===== src/design/afe_pkg.sv =====
// ----------------------------------------------------------------------------
// afe_pkg
// Shared types and constants for the eased alpha fade animator.
// ----------------------------------------------------------------------------
package afe_pkg;

    localparam int DUR_W   = 15;
    localparam int LVL_W   = 8;
    localparam int CURVE_W = 2;
    localparam int TICK_W  = 16;
    localparam int NUM_W   = 2 * DUR_W;          // t*t or T*T
    localparam int PROD_W  = NUM_W + LVL_W;      // num * |end - start|
    localparam int MUL_W   = NUM_W + DUR_W;      // shared multiplier output
    localparam int Q_W     = LVL_W;              // quotient stays below 256
    localparam int BIT_W   = 3;
    localparam int ADDR_W  = 5;
    localparam int DATA_W  = 32;

    // register indexes (byte address = 4 * index)
    localparam logic [2:0] REG_DURATION = 3'd0;
    localparam logic [2:0] REG_START    = 3'd1;
    localparam logic [2:0] REG_END      = 3'd2;
    localparam logic [2:0] REG_CURVE    = 3'd3;
    localparam logic [2:0] REG_LOOP     = 3'd4;

    localparam logic [CURVE_W-1:0] CURVE_LINEAR = 2'd0;
    localparam logic [CURVE_W-1:0] CURVE_QUAD   = 2'd1;
    localparam logic [CURVE_W-1:0] CURVE_REV    = 2'd2;

    localparam logic [DUR_W-1:0] DURATION_RST = 15'd30;
    localparam logic [LVL_W-1:0] START_RST    = 8'd0;
    localparam logic [LVL_W-1:0] END_RST      = 8'd255;

    typedef struct packed {
        logic [DUR_W-1:0]   duration;
        logic [LVL_W-1:0]   start_level;
        logic [LVL_W-1:0]   end_level;
        logic [CURVE_W-1:0] curve;
        logic               loop_mode;
    } afe_cfg_t;

    // one classified tick handed from front to back
    typedef struct packed {
        logic [DUR_W-1:0] t_max;
        logic [DUR_W-1:0] t_cur;
        logic             full;   // rate is 1: alpha is end_level
        logic             done;
    } afe_job_t;

endpackage


===== src/design/afe_front.sv =====
// ----------------------------------------------------------------------------
// afe_front
// Accepts ticks, advances the frame timer and classifies each tick into
// a curve length, a curve position, a full flag and a done flag.
// ----------------------------------------------------------------------------
module afe_front import afe_pkg::*;
(
    input  logic     clk,
    input  logic     rst_n,
    input  afe_cfg_t cfg,
    input  logic     tick_valid,
    input  logic     clear,
    input  logic     q_full,
    output logic     push,
    output afe_job_t job
);

    logic [TICK_W-1:0] tick_count_reg;
    logic [TICK_W-1:0] tick_count_next;
    logic [TICK_W-1:0] tc0;
    logic [TICK_W-1:0] inc;
    logic [TICK_W-1:0] dur16;
    logic [TICK_W-1:0] tcn;
    logic [TICK_W-1:0] step_count;
    logic [DUR_W-1:0]  half;

    assign push = tick_valid && !q_full;

    always_comb
    begin
        tc0        = clear ? '0 : tick_count_reg;
        inc        = tc0 + 16'd1;
        dur16      = {1'b0, cfg.duration};
        half       = {1'b0, cfg.duration[DUR_W-1:1]};
        tcn        = inc;
        step_count = inc;
        job        = '0;
        if (!cfg.loop_mode)
        begin
            job.t_max = cfg.duration;
            if ((cfg.duration != '0) && (tc0 < dur16 - 16'd1))
            begin
                job.t_cur = inc[DUR_W-1:0];
            end
            else
            begin
                step_count = dur16;
                job.full   = 1'b1;
                job.done   = 1'b1;
            end
        end
        else
        begin
            if (inc >= dur16)
            begin
                tcn      = '0;
                job.done = 1'b1;
            end
            step_count = tcn;
            job.t_max  = half;
            // tcn never exceeds duration here, so the falling side stays non-negative
            if (tcn < {1'b0, half})
                job.t_cur = tcn[DUR_W-1:0];
            else
                job.t_cur = cfg.duration - tcn[DUR_W-1:0];
            job.full = (job.t_cur >= half);
        end
        tick_count_next = push ? step_count : tick_count_reg;
    end

    always_ff @(posedge clk or negedge rst_n)
    begin
        if (!rst_n)
            tick_count_reg <= '0;
        else
            tick_count_reg <= tick_count_next;
    end

endmodule


===== src/design/afe_queue.sv =====
// ----------------------------------------------------------------------------
// afe_queue
// Two-entry queue of classified ticks between the front and the back.
// ----------------------------------------------------------------------------
module afe_queue import afe_pkg::*;
(
    input  logic     clk,
    input  logic     rst_n,
    input  logic     push,
    input  afe_job_t din,
    input  logic     pop,
    output afe_job_t dout,
    output logic     full,
    output logic     empty
);

    afe_job_t   mem_reg [2];
    logic       wr_ptr_reg;
    logic       wr_ptr_next;
    logic       rd_ptr_reg;
    logic       rd_ptr_next;
    logic [1:0] cnt_reg;
    logic [1:0] cnt_next;

    assign dout  = mem_reg[rd_ptr_reg];
    assign full  = (cnt_reg == 2'd2);
    assign empty = (cnt_reg == 2'd0);

    always_comb
    begin
        wr_ptr_next = push ? ~wr_ptr_reg : wr_ptr_reg;
        rd_ptr_next = pop ? ~rd_ptr_reg : rd_ptr_reg;
        cnt_next    = cnt_reg + {1'b0, push} - {1'b0, pop};
    end

    always_ff @(posedge clk or negedge rst_n)
    begin
        if (!rst_n)
        begin
            wr_ptr_reg <= 1'b0;
            rd_ptr_reg <= 1'b0;
            cnt_reg    <= 2'd0;
        end
        else
        begin
            wr_ptr_reg <= wr_ptr_next;
            rd_ptr_reg <= rd_ptr_next;
            cnt_reg    <= cnt_next;
        end
    end

    always_ff @(posedge clk)
    begin
        if (push)
            mem_reg[wr_ptr_reg] <= din;
    end

endmodule


===== src/design/afe_back.sv =====
// ----------------------------------------------------------------------------
// afe_back
// Evaluates the eased alpha for one classified tick: a shared multiplier
// forms num, den and num*|diff|, then a restoring divider takes one
// quotient bit per cycle. Result sits in an output register.
// ----------------------------------------------------------------------------
module afe_back import afe_pkg::*;
(
    input  logic             clk,
    input  logic             rst_n,
    input  afe_cfg_t         cfg,
    input  logic             q_empty,
    input  afe_job_t         job,
    output logic             pop,
    input  logic             res_stall,
    output logic             res_valid,
    output logic [LVL_W-1:0] alpha,
    output logic             done_res
);

    localparam logic [2:0] ST_IDLE = 3'd0;
    localparam logic [2:0] ST_NUM  = 3'd1;
    localparam logic [2:0] ST_DEN  = 3'd2;
    localparam logic [2:0] ST_PROD = 3'd3;
    localparam logic [2:0] ST_DIV  = 3'd4;
    localparam logic [2:0] ST_FIN  = 3'd5;

    logic [2:0]        state_reg, state_next;
    afe_job_t          job_reg, job_next;
    logic [NUM_W-1:0]  num_reg, num_next;
    logic [NUM_W-1:0]  den_reg, den_next;
    logic [PROD_W-1:0] rem_reg, rem_next;
    logic [Q_W-1:0]    q_reg, q_next;
    logic [BIT_W-1:0]  bit_reg, bit_next;
    logic              out_valid_reg, out_valid_next;
    logic [LVL_W-1:0]  alpha_reg, alpha_next;
    logic              done_reg, done_next;

    logic              square;
    logic              neg;
    logic [LVL_W-1:0]  mag;
    logic [DUR_W-1:0]  x;
    logic [NUM_W-1:0]  mul_a;
    logic [DUR_W-1:0]  mul_b;
    logic [MUL_W-1:0]  mul_p;
    logic [PROD_W-1:0] den_sh;
    logic              ge;
    logic [LVL_W:0]    qc;
    logic [LVL_W:0]    alpha_calc;
    logic              load;

    assign res_valid = out_valid_reg;
    assign alpha     = alpha_reg;
    assign done_res  = done_reg;

    always_comb
    begin
        square = cfg.curve inside {CURVE_QUAD, CURVE_REV};
        neg    = cfg.end_level < cfg.start_level;
        mag    = neg ? cfg.start_level - cfg.end_level : cfg.end_level - cfg.start_level;
        x      = (cfg.curve == CURVE_REV) ? job_reg.t_max - job_reg.t_cur : job_reg.t_cur;
        case (state_reg)
            ST_NUM:
            begin
                mul_a = {{(NUM_W-DUR_W){1'b0}}, x};
                mul_b = square ? x : {{(DUR_W-1){1'b0}}, 1'b1};
            end
            ST_DEN:
            begin
                mul_a = {{(NUM_W-DUR_W){1'b0}}, job_reg.t_max};
                mul_b = square ? job_reg.t_max : {{(DUR_W-1){1'b0}}, 1'b1};
            end
            default:
            begin
                mul_a = num_reg;
                mul_b = {{(DUR_W-LVL_W){1'b0}}, mag};
            end
        endcase
        mul_p  = {{DUR_W{1'b0}}, mul_a} * {{NUM_W{1'b0}}, mul_b};
        den_sh = {{LVL_W{1'b0}}, den_reg} << bit_reg;
        ge     = rem_reg >= den_sh;
        // floor of a negative quotient: round the magnitude up
        qc         = {1'b0, q_reg} + {{LVL_W{1'b0}}, (neg && (rem_reg != '0))};
        alpha_calc = neg ? {1'b0, cfg.start_level} - qc : {1'b0, cfg.start_level} + {1'b0, q_reg};
        load       = (state_reg == ST_FIN) && (!out_valid_reg || !res_stall);
        pop        = (state_reg == ST_IDLE) && !q_empty;

        state_next     = state_reg;
        job_next       = job_reg;
        num_next       = num_reg;
        den_next       = den_reg;
        rem_next       = rem_reg;
        q_next         = q_reg;
        bit_next       = bit_reg;
        alpha_next     = alpha_reg;
        done_next      = done_reg;
        out_valid_next = out_valid_reg && res_stall;

        case (state_reg)
            ST_IDLE:
            begin
                if (pop)
                begin
                    job_next   = job;
                    state_next = job.full ? ST_FIN : ST_NUM;
                end
            end
            ST_NUM:
            begin
                num_next   = mul_p[NUM_W-1:0];
                state_next = ST_DEN;
            end
            ST_DEN:
            begin
                den_next   = mul_p[NUM_W-1:0];
                state_next = ST_PROD;
            end
            ST_PROD:
            begin
                rem_next   = mul_p[PROD_W-1:0];
                q_next     = '0;
                bit_next   = '1;
                state_next = ST_DIV;
            end
            ST_DIV:
            begin
                if (ge)
                begin
                    rem_next = rem_reg - den_sh;
                    q_next   = q_reg | (Q_W'(1) << bit_reg);
                end
                bit_next = bit_reg - 3'd1;
                if (bit_reg == '0)
                    state_next = ST_FIN;
            end
            ST_FIN:
            begin
                if (load)
                begin
                    alpha_next     = job_reg.full ? cfg.end_level : alpha_calc[LVL_W-1:0];
                    done_next      = job_reg.done;
                    out_valid_next = 1'b1;
                    state_next     = ST_IDLE;
                end
            end
            default:
            begin
                state_next = ST_IDLE;
            end
        endcase
    end

    always_ff @(posedge clk or negedge rst_n)
    begin
        if (!rst_n)
        begin
            state_reg     <= ST_IDLE;
            out_valid_reg <= 1'b0;
        end
        else
        begin
            state_reg     <= state_next;
            out_valid_reg <= out_valid_next;
        end
    end

    always_ff @(posedge clk)
    begin
        job_reg   <= job_next;
        num_reg   <= num_next;
        den_reg   <= den_next;
        rem_reg   <= rem_next;
        q_reg     <= q_next;
        bit_reg   <= bit_next;
        alpha_reg <= alpha_next;
        done_reg  <= done_next;
    end

endmodule


===== src/design/alpha_fade_easing_animator.sv =====
// ----------------------------------------------------------------------------
// alpha_fade_easing_animator
// Frame-timed alpha fade with linear, quadratic or reversed quadratic easing.
// ----------------------------------------------------------------------------
// Use:
//   Each word on the tick channel (tick_valid/tick_stall, field clear) is one
//   frame tick. For every tick exactly one word leaves on the result channel
//   (res_valid/res_stall, fields alpha and done_res), in order.
//   Registers sit on the APB port at 0x00 duration, 0x04 start_level,
//   0x08 end_level, 0x0C curve, 0x10 loop_mode; write them only while idle.
// Flow:
//   The front updates the timer in the accept cycle and queues the tick
//   (two entries). For an eased tick the back forms num, den and
//   num*|diff| on one shared multiplier, then runs eight restoring-divide steps,
//   then loads the output register; a tick at full rate goes straight to the
//   output register. The back takes the next tick only after it has finished the last.
// Reset:
//   rst_n clears the timer, the queue and the output valid; registers return
//   to duration 30, start 0, end 255, linear, one-shot.
// Stall:
//   A stalled result holds in the output register; the back finishes the
//   next tick and waits, and tick_stall rises once the queue is full.
// ----------------------------------------------------------------------------
module alpha_fade_easing_animator import afe_pkg::*;
(
    input  logic              clk,
    input  logic              rst_n,
    input  logic              psel,
    input  logic              penable,
    input  logic              pwrite,
    input  logic [ADDR_W-1:0] paddr,
    input  logic [DATA_W-1:0] pwdata,
    output logic [DATA_W-1:0] prdata,
    output logic              pready,
    input  logic              tick_valid,
    output logic              tick_stall,
    input  logic              clear,
    output logic              res_valid,
    input  logic              res_stall,
    output logic [LVL_W-1:0]  alpha,
    output logic              done_res
);

    afe_cfg_t cfg_reg, cfg_next;
    logic     wr_en;
    logic     push;
    logic     pop;
    logic     q_full;
    logic     q_empty;
    afe_job_t job_in;
    afe_job_t job_out;

    assign pready = 1'b1;
    assign wr_en  = psel && penable && pwrite;

    always_comb
    begin
        cfg_next = cfg_reg;
        if (wr_en)
        begin
            case (paddr[4:2])
                REG_DURATION: cfg_next.duration    = pwdata[DUR_W-1:0];
                REG_START:    cfg_next.start_level = pwdata[LVL_W-1:0];
                REG_END:      cfg_next.end_level   = pwdata[LVL_W-1:0];
                REG_CURVE:    cfg_next.curve       = pwdata[CURVE_W-1:0];
                REG_LOOP:     cfg_next.loop_mode   = pwdata[0];
                default:      cfg_next = cfg_reg;
            endcase
        end
    end

    always_comb
    begin
        case (paddr[4:2])
            REG_DURATION: prdata = {{(DATA_W-DUR_W){1'b0}}, cfg_reg.duration};
            REG_START:    prdata = {{(DATA_W-LVL_W){1'b0}}, cfg_reg.start_level};
            REG_END:      prdata = {{(DATA_W-LVL_W){1'b0}}, cfg_reg.end_level};
            REG_CURVE:    prdata = {{(DATA_W-CURVE_W){1'b0}}, cfg_reg.curve};
            REG_LOOP:     prdata = {{(DATA_W-1){1'b0}}, cfg_reg.loop_mode};
            default:      prdata = '0;
        endcase
    end

    always_ff @(posedge clk or negedge rst_n)
    begin
        if (!rst_n)
        begin
            cfg_reg.duration    <= DURATION_RST;
            cfg_reg.start_level <= START_RST;
            cfg_reg.end_level   <= END_RST;
            cfg_reg.curve       <= CURVE_LINEAR;
            cfg_reg.loop_mode   <= 1'b0;
        end
        else
        begin
            cfg_reg <= cfg_next;
        end
    end

    assign tick_stall = q_full;

    afe_front u_front
    (
        .clk        (clk),
        .rst_n      (rst_n),
        .cfg        (cfg_reg),
        .tick_valid (tick_valid),
        .clear      (clear),
        .q_full     (q_full),
        .push       (push),
        .job        (job_in)
    );

    afe_queue u_queue
    (
        .clk   (clk),
        .rst_n (rst_n),
        .push  (push),
        .din   (job_in),
        .pop   (pop),
        .dout  (job_out),
        .full  (q_full),
        .empty (q_empty)
    );

    afe_back u_back
    (
        .clk       (clk),
        .rst_n     (rst_n),
        .cfg       (cfg_reg),
        .q_empty   (q_empty),
        .job       (job_out),
        .pop       (pop),
        .res_stall (res_stall),
        .res_valid (res_valid),
        .alpha     (alpha),
        .done_res  (done_res)
    );

endmodule


===== config.mk =====
export PLATFORM = sky130hd
export DESIGN_NAME = alpha_fade_easing_animator
export DESIGN_NICKNAME = d
export VERILOG_FILES = /design/src/design/afe_pkg.sv /design/src/design/afe_front.sv /design/src/design/afe_queue.sv /design/src/design/afe_back.sv /design/src/design/alpha_fade_easing_animator.sv
export SDC_FILE = /design/constraint.sdc
export NUM_CORES = 2
export LEC_CHECK = 0
export ABC_AREA = 0
export ABC_CLOCK_PERIOD_IN_PS = 23900
export BUFFER_PORTS_ARGS = -buffer_cell sky130_fd_sc_hd__buf_2
export CORE_ASPECT_RATIO = 1.5
export CORE_MARGIN = 2
export CORE_UTILIZATION = 60
export CTS_CLUSTER_DIAMETER = 50
export DETAILED_ROUTE_END_ITERATION = 6
export HOLD_SLACK_MARGIN = 0.02
export PLACE_DENSITY = 0.77
export SYNTH_ARGS = -nofsm -noshare
export SYNTH_HDL_FRONTEND = slang
export SYNTH_SLANG_ARGS = --single-unit
export TNS_END_PERCENT = 1

===== constraint.sdc =====
create_clock -name clk -period 23.9 [get_ports clk]
set_input_delay 2.39 -clock clk [delete_from_list [all_inputs] [get_ports clk]]
set_output_delay 2.39 -clock clk [all_outputs]
set_load 0.1 [all_outputs]

==> impl_metrics.py <==
metrics = {
    "cells_and_area": {
        "num_antenna_cells": 0,
        "nNetsFinal": 3881,
        "fin_util_pct": 65.06,
        "area_delta_synth_final_pct": 7.238,
        "drive_above_1_share_pct": 7.808,
        "fillers": 4152,
        "multi_input_area_um2": 20960,
        "regArea_um2": 7893,
        "largest_reg_flops": 64,
    },
    "setup_path": {
        "critPathMaxFanout": 17,
        "reg2reg_depth": 32,
        "reg2reg_setup_slack_ns": 13.46,
        "r2r-start": "cfg_reg[12]$_DFFE_PN0P_",
        "worstPathArrival_ns": 10.75,
        "crit_path_start_kind": "flip-flop",
        "cp_common_cell": "fa_1",
        "cpPeakStageDelay_ns": 0.75,
        "crit_buf_inv": 5,
        "slowest_stage": "o311ai_1",
        "crit_type": "reg2reg",
        "crit_required_ns": 24.21,
        "endpoint_kind": "flip-flop",
        "r2r-end": "u_back.rem_reg[37]$_DFFE_PP_",
        "critPathTopFamily": "compound AO/OA/AOI/OAI gates",
    },
    "logic_synthesis": {
        "synth_area_um2": 30670,
        "seq_area_frac_synth_pct": 25.74,
        "synth-edff-count": 214,
        "synth_flop_cell": "edfxtp_1",
        "synth-seq-cells": 272,
        "ys_types": 81,
        "ys_async_sr_fraction_pct": 21.32,
        "avgSynthCellArea_um2": 9.696,
        "ys_warn_count": 0,
        "synthCells": 3163,
    },
    "floorplan": {
        "die_w_um": 188.6,
        "io_pins": 89,
        "initial_core_util_pct": 60.67,
        "rows": 101,
        "die_area_um2": 52970,
        "die_y_um": 280.9,
        "fp.coreArea_um2": 50550,
    },
    "sta": {
        "setup_tns_ns": 0,
        "post-route-period-util_pct": 43.70,
        "finalSetupViolations": 0,
        "skew_ns": 0.01887,
        "relSlewSlack_pct": 14.65,
        "rsz0062_at_grt": "no",
        "period_needed_ns": 10.44,
        "finalMaxSlewViolations": 0,
        "worst_slew_pin_slew_ns": 1.278,
        "final_hold_viol_count": 0,
        "fmax_ghz": 0.09575,
    },
    "routing": {
        "drtIter0Drc": 1930,
        "drtAntennaViolNets": 0,
        "wl_per_cell_um": 21.13,
        "routed_wl_um": 83170,
        "drt_pass1_iterations": 7,
        "via_count": 23550,
        "via_per_inst": 5.986,
        "drc": 0,
    },
    "min_path": {
        "hold_path_class": "reg2reg",
        "hold_end": "u_queue.wr_ptr_reg$_DFFE_PN0P_",
        "worstHoldStart": "u_queue.wr_ptr_reg$_DFFE_PN0P_",
        "min_path_cells": 1,
    },
    "place": {
        "gp_congestion": 0.9412,
        "io_buffers": 51,
        "hpwl_um": 65700,
    },
    "global_route": {
        "grt_pass1_vias": 25160,
        "grt-ovfl-total": 0,
        "grt_util_met2_pct": 60.82,
        "track_usage_pct": 32.18,
        "grt_pass1_wl_um": 131900,
        "use_met1_pct": 34.05,
        "antenna_found_initial": 2,
        "grt_max_degree": 85,
        "grt_use_met3_pct": 3.097,
        "top_usage_layer": "met2",
    },
    "outcome": {
        "status": "finished, final reports clean",
    },
    "cts": {
        "clock_sinks": 272,
        "cts_root_buffer": "clkbuf_16",
        "ctsResizeCount": 0,
        "cts_buffers": 31,
        "cts.clk_slew.worst_paths_ns": 0.06,
        "cts_tree": "done",
        "cts-hold-fix-buffers": 0,
        "post_cts_buffers": 0,
        "clk_latency_ns": 0.60,
        "h-tree-depth": 1,
        "ctsLongestPathBuffers": 3,
    },
    "flow_run": {
        "cap_violations": 0,
    },
}
synth_stat cells, types with 5 or more instances:
master | count | share of area, %
clkbuf_1 | 99 | 1.2
a21o_1 | 67 | 1.6
nand2_1 | 397 | 4.9
and2_1 | 41 | 0.84
o31ai_1 | 6 | 0.15
nor3_1 | 30 | 0.49
nand3_1 | 60 | 0.98
nor2_1 | 203 | 2.5
dfstp_2 | 12 | 1.0
nand3b_1 | 5 | 0.12
buf_4 | 18 | 0.44
o22ai_1 | 5 | 0.10
edfxtp_1 | 214 | 21
nor4_1 | 19 | 0.39
mux4_2 | 22 | 1.6
o21ai_0 | 137 | 2.2
and2_0 | 5 | 0.10
and3_1 | 27 | 0.55
dfrtp_1 | 46 | 3.8
fa_1 | 351 | 23
o21bai_1 | 23 | 0.56
o21a_1 | 28 | 0.69
nand2b_1 | 22 | 0.45
or3_1 | 5 | 0.10
a211o_1 | 10 | 0.29
a21oi_1 | 154 | 2.5
mux2i_1 | 56 | 1.8
xor2_1 | 31 | 0.89
inv_1 | 428 | 5.2
a211oi_1 | 20 | 0.49
nand4_1 | 17 | 0.35
ha_1 | 244 | 10
xnor2_1 | 113 | 3.2
buf_2 | 10 | 0.16
a31oi_1 | 14 | 0.29
nor2b_1 | 35 | 0.71
a22o_1 | 35 | 1.0
mux2_2 | 43 | 1.6
a22oi_1 | 7 | 0.17
o21ai_1 | 16 | 0.26
o31a_1 | 5 | 0.14
or2_2 | 8 | 0.16
o211ai_1 | 9 | 0.22
worst max path at each step:
stage	from	endpoint	cells past startpoint
final	cfg_reg[12]$_DFFE_PN0P_	u_back.rem_reg[37]$_DFFE_PP_	32
after global routing	cfg_reg[12]$_DFFE_PN0P_	u_back.rem_reg[37]$_DFFE_PP_	32
after CTS	cfg_reg[12]$_DFFE_PN0P_	u_back.rem_reg[37]$_DFFE_PP_	32
after detailed placement	clear	u_queue.mem_reg[1][1]$_DFFE_PP_	36
after global placement	clear	u_queue.mem_reg[0][1]$_DFFE_PP_	36
after floorplan	clear	u_queue.mem_reg[0][1]$_DFFE_PP_	37
worst reg2reg max path, delay by kind of cell, from the launching register on:
| family | cells | cell delay (ns) |
|---|---|---|
| buf+inv | 5 | 0.69 |
| compound gates | 14 | 4.26 |
| flops | 1 | 0.60 |
| simple gates | 3 | 0.40 |
| fa+ha+maj | 8 | 3.87 |
| xor+xnor | 2 | 0.33 |
layout make-up:
class                   instances  area share [%]
repair buffers                 87           1.598
flip-flops and latches        272           24.00
clock inverters                19          0.6962
inverters                     431           4.919
well taps                     669           2.545
multi-input cells            2418           63.73
clock buffers                  39           2.511
metal layers:
metal  vias to the layer above  wire length [µm]
met5                         -                 0
met4                         0              6172
met3                       317              4178
met2                       880             44310
met1                     11720             28510
li1                      10640                 -
placed cells by master (no fill, tap or decap), types with 12 or more instances in the layout:
master / n
o21ai_1: 16
a21o_1: 67
clkbuf_16: 31
nand4_1: 17
a21oi_1: 152
edfxtp_1: 214
mux4_2: 22
a31oi_1: 14
o21a_1: 28
dfrtp_1: 46
nor3_1: 30
buf_4: 36
nor2_1: 200
buf_2: 51
xnor2_1: 111
and3_1: 27
nor4_1: 17
a22o_1: 35
mux2_2: 43
mux2i_1: 56
nor2b_1: 35
ha_1: 244
nand3_1: 60
fa_1: 351
nand2_1: 397
and2_1: 41
inv_1: 428
o21ai_0: 136
a211oi_1: 20
xor2_1: 31
nand2b_1: 22
conb_1: 95
dfstp_2: 12
o21bai_1: 23
cell families (layout without fill, tap and decap cells):
kind of cell	count (synthesis)	after routing	share of synthesized area, %
adder cells (fa/ha/maj)	595	595	32.87
other	2	95	0.02449
AO/OA/AOI/OAI	572	572	11.88
buffers and inverters	566	576	7.287
AND/OR/NAND/NOR	891	891	13.07
XOR/XNOR	144	144	4.113
flip-flops	272	272	25.74
multiplexers	121	121	5.022
stage by stage:
stage / hold WS, ns / instances / cell area (µm²) / worst slack, ns
6_report: 0.5405 / 3935 / 32890 / 13.46
3_3_place_gp: 0.5086 / 3877 / 31830 / 13.35
2_1_floorplan: 0.4003 / 3256 / 31020 / 14.99
4_1_cts: 0.5349 / 3935 / 32890 / 13.59
5_1_grt: 0.5329 / 3935 / 32890 / 12.99
3_5_place_dp: 0.5222 / 3877 / 31830 / 13.36
Power is left out: the tool's default activity adds up to more than one toggle a clock period on the data nets, which glitch-free logic cannot reach.
